### src/rtl/core/tse_pkg.sv
`timescale 1ns / 1ps

package tse_pkg;

  // Character codes used by the set notation
  localparam logic [7:0] CharBackslash = 8'h5c;
  localparam logic [7:0] CharDash      = 8'h2d;
  localparam logic [7:0] CharZero      = 8'h30;
  localparam logic [7:0] CharSeven     = 8'h37;
  localparam logic [7:0] CharNul       = 8'h00;

  // Most runs that one source byte can cause
  localparam int unsigned MaxRuns = 3;
  localparam int unsigned RunCntW = 2;

  // Default depth of the queue between front and back
  localparam int unsigned QueueDepthDefault = 2;

  // One emitted run of codes
  typedef struct packed {
    logic       string_end;
    logic [7:0] final_code;
    logic [7:0] first_code;
  } run_t;

  // All runs caused by one source byte, in emission order
  typedef struct packed {
    logic [RunCntW-1:0]       cnt;
    run_t [MaxRuns-1:0]       runs;
  } job_t;

  // Queue status seen by the front
  typedef struct packed {
    logic full;
    logic empty;
  } q_status_t;

endpackage

### src/rtl/core/tse_front.sv
`timescale 1ns / 1ps

module tse_front (
  input  logic              clk_i,
  input  logic              rst_ni,
  input  logic              s_axis_tvalid,
  output logic              s_axis_tready,
  input  logic [7:0]        s_axis_tdata,   // [7:0] src_byte
  input  tse_pkg::q_status_t q_status_i,
  output logic              push_o,
  output tse_pkg::job_t     push_job_o
);

  localparam logic [2:0] ModeIdle = 3'd0;
  localparam logic [2:0] ModeBsl  = 3'd1;
  localparam logic [2:0] ModeOct1 = 3'd2;
  localparam logic [2:0] ModeOct2 = 3'd3;
  localparam logic [2:0] ModeByte = 3'd4;
  localparam logic [2:0] ModeDash = 3'd5;

  logic [2:0]    mode_q, mode_d;
  logic [7:0]    held_q, held_d;
  logic          accept;
  logic          is_oct;
  logic          is_nul;
  logic [7:0]    oct_acc;
  logic          do_fresh;
  tse_pkg::job_t job;

  assign s_axis_tready = !q_status_i.full;
  assign accept        = s_axis_tvalid && s_axis_tready;
  assign is_oct        = (s_axis_tdata >= tse_pkg::CharZero) &&
                         (s_axis_tdata <= tse_pkg::CharSeven);
  assign is_nul        = (s_axis_tdata == tse_pkg::CharNul);
  // Shift in one octal digit, keeping the low byte
  assign oct_acc       = {held_q[4:0], s_axis_tdata[2:0]};

  // Classify the byte against the pending context
  always_comb begin
    job      = '0;
    mode_d   = mode_q;
    held_d   = held_q;
    do_fresh = 1'b0;
    unique case (mode_q)
      ModeBsl: begin
        if (is_oct) begin
          held_d = {5'd0, s_axis_tdata[2:0]};
          mode_d = ModeOct1;
        end else if (is_nul) begin
          job.runs[0] = '{1'b0, tse_pkg::CharBackslash, tse_pkg::CharBackslash};
          job.runs[1] = '{1'b1, tse_pkg::CharNul, tse_pkg::CharNul};
          job.cnt     = 2'd2;
          mode_d      = ModeIdle;
        end else begin
          job.runs[0] = '{1'b0, s_axis_tdata, s_axis_tdata};
          job.cnt     = 2'd1;
          mode_d      = ModeIdle;
        end
      end
      ModeOct1: begin
        if (is_oct) begin
          held_d = oct_acc;
          mode_d = ModeOct2;
        end else begin
          job.runs[0] = '{1'b0, held_q, held_q};
          job.cnt     = 2'd1;
          do_fresh    = 1'b1;
        end
      end
      ModeOct2: begin
        if (is_oct) begin
          job.runs[0] = '{1'b0, oct_acc, oct_acc};
          job.cnt     = 2'd1;
          mode_d      = ModeIdle;
        end else begin
          job.runs[0] = '{1'b0, held_q, held_q};
          job.cnt     = 2'd1;
          do_fresh    = 1'b1;
        end
      end
      ModeByte: begin
        if (s_axis_tdata == tse_pkg::CharDash) begin
          mode_d = ModeDash;
        end else begin
          job.runs[0] = '{1'b0, held_q, held_q};
          job.cnt     = 2'd1;
          do_fresh    = 1'b1;
        end
      end
      ModeDash: begin
        if (is_nul) begin
          job.runs[0] = '{1'b0, held_q, held_q};
          job.runs[1] = '{1'b0, tse_pkg::CharDash, tse_pkg::CharDash};
          job.runs[2] = '{1'b1, tse_pkg::CharNul, tse_pkg::CharNul};
          job.cnt     = 2'd3;
        end else if (held_q <= s_axis_tdata) begin
          job.runs[0] = '{1'b0, s_axis_tdata, held_q};
          job.cnt     = 2'd1;
        end
        mode_d = ModeIdle;
      end
      default: do_fresh = 1'b1;
    endcase

    // Start over at a fresh position
    if (do_fresh) begin
      if (is_nul) begin
        if (job.cnt == 2'd0) begin
          job.runs[0] = '{1'b1, tse_pkg::CharNul, tse_pkg::CharNul};
        end else begin
          job.runs[1] = '{1'b1, tse_pkg::CharNul, tse_pkg::CharNul};
        end
        job.cnt = job.cnt + 2'd1;
        mode_d  = ModeIdle;
      end else if (s_axis_tdata == tse_pkg::CharBackslash) begin
        mode_d = ModeBsl;
      end else begin
        held_d = s_axis_tdata;
        mode_d = ModeByte;
      end
    end
  end

  // Advance the parse context on each accepted beat
  always_ff @(posedge clk_i or negedge rst_ni) begin
    if (!rst_ni) begin
      mode_q <= ModeIdle;
      held_q <= '0;
    end else if (accept) begin
      mode_q <= mode_d;
      held_q <= held_d;
    end
  end

  // Queue only items that cause results
  assign push_o     = accept && (job.cnt != 2'd0);
  assign push_job_o = job;

endmodule

### src/rtl/core/tse_queue.sv
`timescale 1ns / 1ps

module tse_queue #(
  parameter int unsigned Depth = tse_pkg::QueueDepthDefault
) (
  input  logic               clk_i,
  input  logic               rst_ni,
  input  logic               push_i,
  input  tse_pkg::job_t      push_job_i,
  input  logic               pop_i,
  output tse_pkg::job_t      head_job_o,
  output tse_pkg::q_status_t status_o
);

  localparam int unsigned PtrW = (Depth > 1) ? $clog2(Depth) : 1;
  localparam int unsigned CntW = $clog2(Depth + 1);
  localparam logic [PtrW-1:0] LastPtr = PtrW'(Depth - 1);
  localparam logic [CntW-1:0] FullCnt = CntW'(Depth);

  tse_pkg::job_t  mem_q [Depth];
  logic [PtrW-1:0] wr_ptr_q, rd_ptr_q;
  logic [CntW-1:0] count_q;

  assign status_o.full  = (count_q == FullCnt);
  assign status_o.empty = (count_q == '0);
  assign head_job_o     = mem_q[rd_ptr_q];

  // Store the job
  always_ff @(posedge clk_i) begin
    if (push_i) begin
      mem_q[wr_ptr_q] <= push_job_i;
    end
  end

  // Move the pointers and the fill count
  always_ff @(posedge clk_i or negedge rst_ni) begin
    if (!rst_ni) begin
      wr_ptr_q <= '0;
      rd_ptr_q <= '0;
      count_q  <= '0;
    end else begin
      if (push_i) begin
        wr_ptr_q <= (wr_ptr_q == LastPtr) ? '0 : wr_ptr_q + 1'b1;
      end
      if (pop_i) begin
        rd_ptr_q <= (rd_ptr_q == LastPtr) ? '0 : rd_ptr_q + 1'b1;
      end
      if (push_i && !pop_i) begin
        count_q <= count_q + 1'b1;
      end else if (pop_i && !push_i) begin
        count_q <= count_q - 1'b1;
      end
    end
  end

  a_no_overfill : assert property (@(posedge clk_i) disable iff (!rst_ni)
    push_i |-> (!status_o.full || pop_i))
    else $error("queue written while full");

  a_no_underflow : assert property (@(posedge clk_i) disable iff (!rst_ni)
    pop_i |-> !status_o.empty)
    else $error("queue read while empty");

  a_count_bound : assert property (@(posedge clk_i) disable iff (!rst_ni)
    count_q <= FullCnt)
    else $error("queue fill count out of range");

  a_count_step : assert property (@(posedge clk_i) disable iff (!rst_ni)
    (push_i && !pop_i) |=> (count_q == $past(count_q) + 1'b1))
    else $error("queue fill count failed to advance");

endmodule

### src/rtl/core/tse_back.sv
`timescale 1ns / 1ps

module tse_back (
  input  logic               clk_i,
  input  logic               rst_ni,
  input  tse_pkg::job_t      head_job_i,
  input  tse_pkg::q_status_t q_status_i,
  output logic               pop_o,
  output logic               m_axis_tvalid,
  input  logic               m_axis_tready,
  output logic [15:0]        m_axis_tdata,  // [7:0] first_code, [15:8] final_code
  output logic [0:0]         m_axis_tuser,  // [0] string_end
  output logic               m_axis_tlast   // last_result
);

  logic [tse_pkg::RunCntW-1:0] idx_q;
  logic                        load;
  logic                        is_last;
  tse_pkg::run_t               run_sel;
  logic                        valid_q;
  tse_pkg::run_t               run_q;
  logic                        last_q;

  // Pick the run the index points at
  always_comb begin
    case (idx_q)
      2'd1:    run_sel = head_job_i.runs[1];
      2'd2:    run_sel = head_job_i.runs[2];
      default: run_sel = head_job_i.runs[0];
    endcase
  end

  assign is_last = (idx_q == head_job_i.cnt - 2'd1);
  assign load    = !q_status_i.empty && (!valid_q || m_axis_tready);
  assign pop_o   = load && is_last;

  // Step through the runs of the head job
  always_ff @(posedge clk_i or negedge rst_ni) begin
    if (!rst_ni) begin
      idx_q   <= '0;
      valid_q <= 1'b0;
    end else begin
      if (load) begin
        idx_q <= is_last ? '0 : idx_q + 2'd1;
      end
      if (load) begin
        valid_q <= 1'b1;
      end else if (m_axis_tready) begin
        valid_q <= 1'b0;
      end
    end
  end

  // Hold the output beat until taken
  always_ff @(posedge clk_i) begin
    if (load) begin
      run_q  <= run_sel;
      last_q <= is_last;
    end
  end

  assign m_axis_tvalid = valid_q;
  assign m_axis_tdata  = {run_q.final_code, run_q.first_code};
  assign m_axis_tuser  = run_q.string_end;
  assign m_axis_tlast  = last_q;

  a_idx_idle : assert property (@(posedge clk_i) disable iff (!rst_ni)
    q_status_i.empty |-> (idx_q == '0))
    else $error("run index not at start with no job pending");

  a_idx_bound : assert property (@(posedge clk_i) disable iff (!rst_ni)
    !q_status_i.empty |-> (idx_q < head_job_i.cnt))
    else $error("run index beyond job run count");

  a_end_is_last : assert property (@(posedge clk_i) disable iff (!rst_ni)
    (load && run_sel.string_end) |-> is_last)
    else $error("terminator run not last of its job");

endmodule

### src/rtl/core/tr_set_notation_expander.sv
`timescale 1ns / 1ps

// Expands tr-style set notation, one source byte per beat, into runs of codes.
// Slave channel: s_axis_tdata carries one source byte; a zero byte ends the
// string. Master channel: each beat is one run, first_code in tdata[7:0] and
// final_code (inclusive) in tdata[15:8]; tuser[0] marks the terminator run of a
// string and tlast marks the final run caused by one source byte. Bytes that
// only update the parse context (backslash, octal digits, a held range start,
// a range dash) or that close an empty range produce no beat.
// A run reaches the master side through the job queue and then the output register.
// Throughput: one source byte per cycle and, while the receiver is ready, one
// run per cycle. A byte can cause up to three runs; the output stage drains them
// one per cycle while the job queue keeps taking bytes, so the input stalls only
// when the queue is full. Reset clears the parse context to idle, empties the
// queue and drops any beat held at the output. When the receiver stalls the
// current beat is held and the queue fills; s_axis_tready falls once it is full.
module tr_set_notation_expander #(
  parameter int unsigned QueueDepth = tse_pkg::QueueDepthDefault
) (
  input  logic        clk_i,
  input  logic        rst_ni,
  input  logic        s_axis_tvalid,
  output logic        s_axis_tready,
  input  logic [7:0]  s_axis_tdata,   // [7:0] src_byte
  output logic        m_axis_tvalid,
  input  logic        m_axis_tready,
  output logic [15:0] m_axis_tdata,   // [7:0] first_code, [15:8] final_code
  output logic [0:0]  m_axis_tuser,   // [0] string_end
  output logic        m_axis_tlast    // last_result
);

  tse_pkg::q_status_t q_status;
  tse_pkg::job_t      push_job;
  tse_pkg::job_t      head_job;
  logic               push;
  logic               pop;

  tse_front u_front (
    .clk_i         (clk_i),
    .rst_ni        (rst_ni),
    .s_axis_tvalid (s_axis_tvalid),
    .s_axis_tready (s_axis_tready),
    .s_axis_tdata  (s_axis_tdata),
    .q_status_i    (q_status),
    .push_o        (push),
    .push_job_o    (push_job)
  );

  tse_queue #(
    .Depth (QueueDepth)
  ) u_queue (
    .clk_i      (clk_i),
    .rst_ni     (rst_ni),
    .push_i     (push),
    .push_job_i (push_job),
    .pop_i      (pop),
    .head_job_o (head_job),
    .status_o   (q_status)
  );

  tse_back u_back (
    .clk_i         (clk_i),
    .rst_ni        (rst_ni),
    .head_job_i    (head_job),
    .q_status_i    (q_status),
    .pop_o         (pop),
    .m_axis_tvalid (m_axis_tvalid),
    .m_axis_tready (m_axis_tready),
    .m_axis_tdata  (m_axis_tdata),
    .m_axis_tuser  (m_axis_tuser),
    .m_axis_tlast  (m_axis_tlast)
  );

endmodule
### config.mk
export PLATFORM = sky130hd
export DESIGN_NAME = tr_set_notation_expander
export DESIGN_NICKNAME = d
export VERILOG_FILES = /design/src/rtl/core/tse_pkg.sv /design/src/rtl/core/tse_front.sv /design/src/rtl/core/tse_queue.sv /design/src/rtl/core/tse_back.sv /design/src/rtl/core/tr_set_notation_expander.sv
export SDC_FILE = /design/constraint.sdc
export NUM_CORES = 1
export LEC_CHECK = 0
export BUFFER_PORTS_ARGS = -buffer_cell sky130_fd_sc_hd__buf_4
export CORE_UTILIZATION = 62
export DETAILED_ROUTE_END_ITERATION = 12
export PLACE_DENSITY = 0.8
export SLEW_MARGIN = 20
export SYNTH_ARGS = -nofsm -noshare
export SYNTH_HDL_FRONTEND = slang
export SYNTH_HIERARCHICAL = 1
export SYNTH_SLANG_ARGS = --single-unit
### constraint.sdc
create_clock -name clk_i -period 15.6 [get_ports clk_i]
set_input_delay 1.56 -clock clk_i [delete_from_list [all_inputs] [get_ports clk_i]]
set_output_delay 1.56 -clock clk_i [all_outputs]
set_load 0.03 [all_outputs]
==> load_flow_metrics.sql <==
INSERT INTO impl_metrics (metric_group, metric, value, unit) VALUES
('setup_path', 'critical_path.startpoint_type', 'primary input', ''),
('setup_path', 'required', '15.65', 'ns'),
('floorplanning', 'ioPinCount', '32', ''),
('setup_path', 'timing.critical_path.buf_inv', '3', ''),
('setup_path', 'cp.arrival', '4.79', 'ns'),
('setup_path', 'timing.rr.start', 'u_front/held_q[5]', ''),
('sta', 'post_route_setup_tns', '0', 'ns'),
('grt', 'grt_use_met1', '33.3', '%'),
('grt', 'grt_util_met2', '40.5', '%'),
('layout', 'layout.nets', '590', ''),
('sta', 'setup_ws', '10.85', 'ns'),
('job', 'max_capacitance_violation_count', '0', ''),
('sta', 'worst_pin_slew', '0.979', 'ns'),
('sta', 'max_freq', '211', 'MHz'),
('place', 'dpl_cell_area', '0.00736', 'mm2'),
('clock_network', 'clock-sinks', '142', ''),
('setup_path', 'worstSetupEndpointType', 'register', ''),
('logic_synthesis', 'synth-seq-area-share', '57.6', '%'),
('floorplanning', 'design.core.area', '0.0114', 'mm2'),
('logic_synthesis', 'synthDistinctLibCells', '68', ''),
('sta', 'finalCriticalPeriod', '4.75', 'ns'),
('layout', 'antenna-diode-count', '0', ''),
('route', 'remaining_drc_errors', '0', ''),
('logic_synthesis', 'most_frequently_used_flop_master_after_synthesis', 'edfxtp_1', ''),
('grt', 'grt_max_degree', '55', ''),
('setup_path', 'path_class', 'in -> reg', ''),
('sta', 'setup-violations-final', '0', ''),
('grt', 'grt_util_met3', '6.41', '%'),
('power_and_ir_drop', 'p_total', '1.75', 'mW'),
('setup_path', 'path_max_fanout', '53', ''),
('route', 'vias_per_cell', '6.12', ''),
('sta', 'hold_viol', '0', ''),
('sta', 'timing.clock.skew', '0.00849', 'ns'),
('route', 'total_length_of_routed_wires', '14.3', 'mm'),
('layout', 'layout-area-overhead-vs-synth', '8.95', '%'),
('power_and_ir_drop', 'p_comb_share', '41.9', '%'),
('power_and_ir_drop', 'switching_share', '37.7', '%'),
('power_and_ir_drop', 'switch_pwr', '660', 'uW'),
('clock_network', 'post_cts.repair.setup_buffers', '0', ''),
('layout', 'layout-drive-gt1-share', '24.1', '%'),
('worst_hold_path', 'worst_hold_startpoint', 'u_queue/count_q[1]', ''),
('logic_synthesis', 'mappedNetlistArea', '0.00725', 'mm2'),
('route', 'post_drt_antenna_nets', '0', ''),
('logic_synthesis', 'async_s_r_ff_share_synth', '12.7', '%'),
('floorplanning', 'start_util', '63.5', '%'),
('status', 'status', 'completed', ''),
('grt', 'antenna_violations_before_repair', '0', ''),
('floorplanning', 'die_x', '110', 'um'),
('clock_network', 'cts.repair.resized', '0', ''),
('setup_path', 'ff2ff_path_depth', '11', ''),
('logic_synthesis', 'netlist_instances', '544', ''),
('grt', 'grt_pass1_vias', '4304', ''),
('logic_synthesis', 'ff_latch_count_synth', '142', ''),
('clock_network', 'maximum_root_to_sink_buffer_count', '2', ''),
('layout', 'layout.cells.most_common_list', 'edfxtp_1, mux2_4, nand2_1', ''),
('clock_network', 'numCtsBuffers', '17', ''),
('grt', 'globalRoute.totalOverflow', '0', ''),
('logic_synthesis', 'synth_enable_flop_cells', '124', ''),
('layout', 'final_cell_count_no_fill', '719', ''),
('route', 'starting_drt_drc_count', '367', ''),
('worst_hold_path', 'whs_endpoint', 'u_queue/count_q[1]', ''),
('sta', 'maxSlewViolCount', '0', ''),
('layout', 'final_design_instance_area_without_fill', '0.00790', 'mm2'),
('worst_hold_path', 'timing.hold.worst.class', 'reg -> reg', ''),
('layout', 'layout.filler_cells', '775', ''),
('clock_network', 'holdBufCountCts', '0', ''),
('clock_network', 'root_buffer', 'clkbuf_16', ''),
('power_and_ir_drop', 'p_leak', '2.99', 'nW'),
('layout', 'fin_util', '69.2', '%'),
('layout', 'final_common_cell', 'edfxtp_1', ''),
('power_and_ir_drop', 'power.ir.vdd_worst', '0.150', 'mV');
-- cell usage after synthesis, types with 4 or more instances --
cell type  count  area share (%)
edfxtp_1     124              51
mux2_4        49              10
nand2_1       43             2.2
buf_4         31             3.2
o21ai_0       30             2.1
nor2_1        27             1.4
a21oi_1       19             1.3
a22oi_1       18             1.9
dfrtp_1       18             6.2
inv_1         15            0.78
ha_1          13             2.2
nand3_1       12            0.83
a31oi_1        9            0.78
buf_2          9            0.62
nor2b_1        9            0.78
clkbuf_1       8            0.41
a211oi_1       5            0.52
a21o_1         5            0.52
and3_2         5            0.52
buf_12         5             1.4
xor2_1         5            0.60
mux2_2         4            0.62
nand2b_1       4            0.35
nor3_1         4            0.28
o2bb2ai_1      4            0.48
-- cell families after synthesis --
kind of cell / after synthesis / share of synthesized area, %
AOI/OAI and AO/OA: 125 / 12.0
muxes: 57 / 11.3
buffers and inverters: 71 / 6.76
and+or+nand+nor: 127 / 9.11
adders and majority gates: 13 / 2.24
other: 1 / 0.0517
xor gates and xnor gates: 8 / 0.966
DFF: 142 / 57.6
-- per-layer routing --
| layer | routed length (um) | up-vias | share of wire, % |
|---|---|---|---|
| li1 | - | 2038 | - |
| met1 | 6030 | 2138 | 42 |
| met2 | 7070 | 181 | 49 |
| met3 | 799 | 40 | 5.6 |
| met4 | 388 | 0 | 2.7 |
| met5 | 0 | - | 0 |
-- worst max-delay path by stage --
stage | cells past startpoint | endpoint | slack (ns) | startpoint
2_1_floorplan | 10 | u_queue/mem_q[0][0] | 9.14 | s_axis_tdata[6]
3_3_place_gp | 13 | u_queue/mem_q[0][24] | 10.57 | s_axis_tdata[4]
3_5_place_dp | 13 | u_queue/mem_q[0][41] | 10.50 | s_axis_tdata[4]
4_1_cts | 13 | u_queue/mem_q[1][8] | 10.89 | s_axis_tdata[4]
5_1_grt | 13 | u_queue/mem_q[1][1] | 10.63 | s_axis_tdata[4]
6_report | 13 | u_queue/mem_q[0][35] | 10.85 | s_axis_tdata[4]
-- final cells by class --
cell class,count,area (um2),area share [%]
clock buffer,17,425,5.38
sequential,142,4180,52.8
timing repair buffer,35,263,3.33
inverter,15,56.3,0.713
tap,143,179,2.26
clock inverter,13,101,1.28
multi-input combinational,354,2700,34.2
-- registers in the layout (all words and copies together), names as in the netlist --
name and cells:
u_back/m_axis_tvalid 1, u_back/m_axis_tlast 1, u_queue/count_q 2, u_back/m_axis_tuser 1, u_queue/rd_ptr_q 1, u_queue/wr_ptr_q 1
u_back/idx_q 2, u_back/m_axis_tdata 16, u_front/held_q 8, u_front/mode_q 3, u_queue/mem_q 106
-- power by group through the flow --
stage | combinational, mW | sequential, mW | clock (mW)
6_report | 0.733 | 0.657 | 0.361
5_1_grt | 0.796 | 0.670 | 0.382
4_1_cts | 0.724 | 0.656 | 0.367
3_5_place_dp | 0.714 | 0.662 | 0
3_3_place_gp | 0.697 | 0.654 | 0
2_1_floorplan | 0.542 | 0.680 | 0
(Power assumes the default switching activity.)
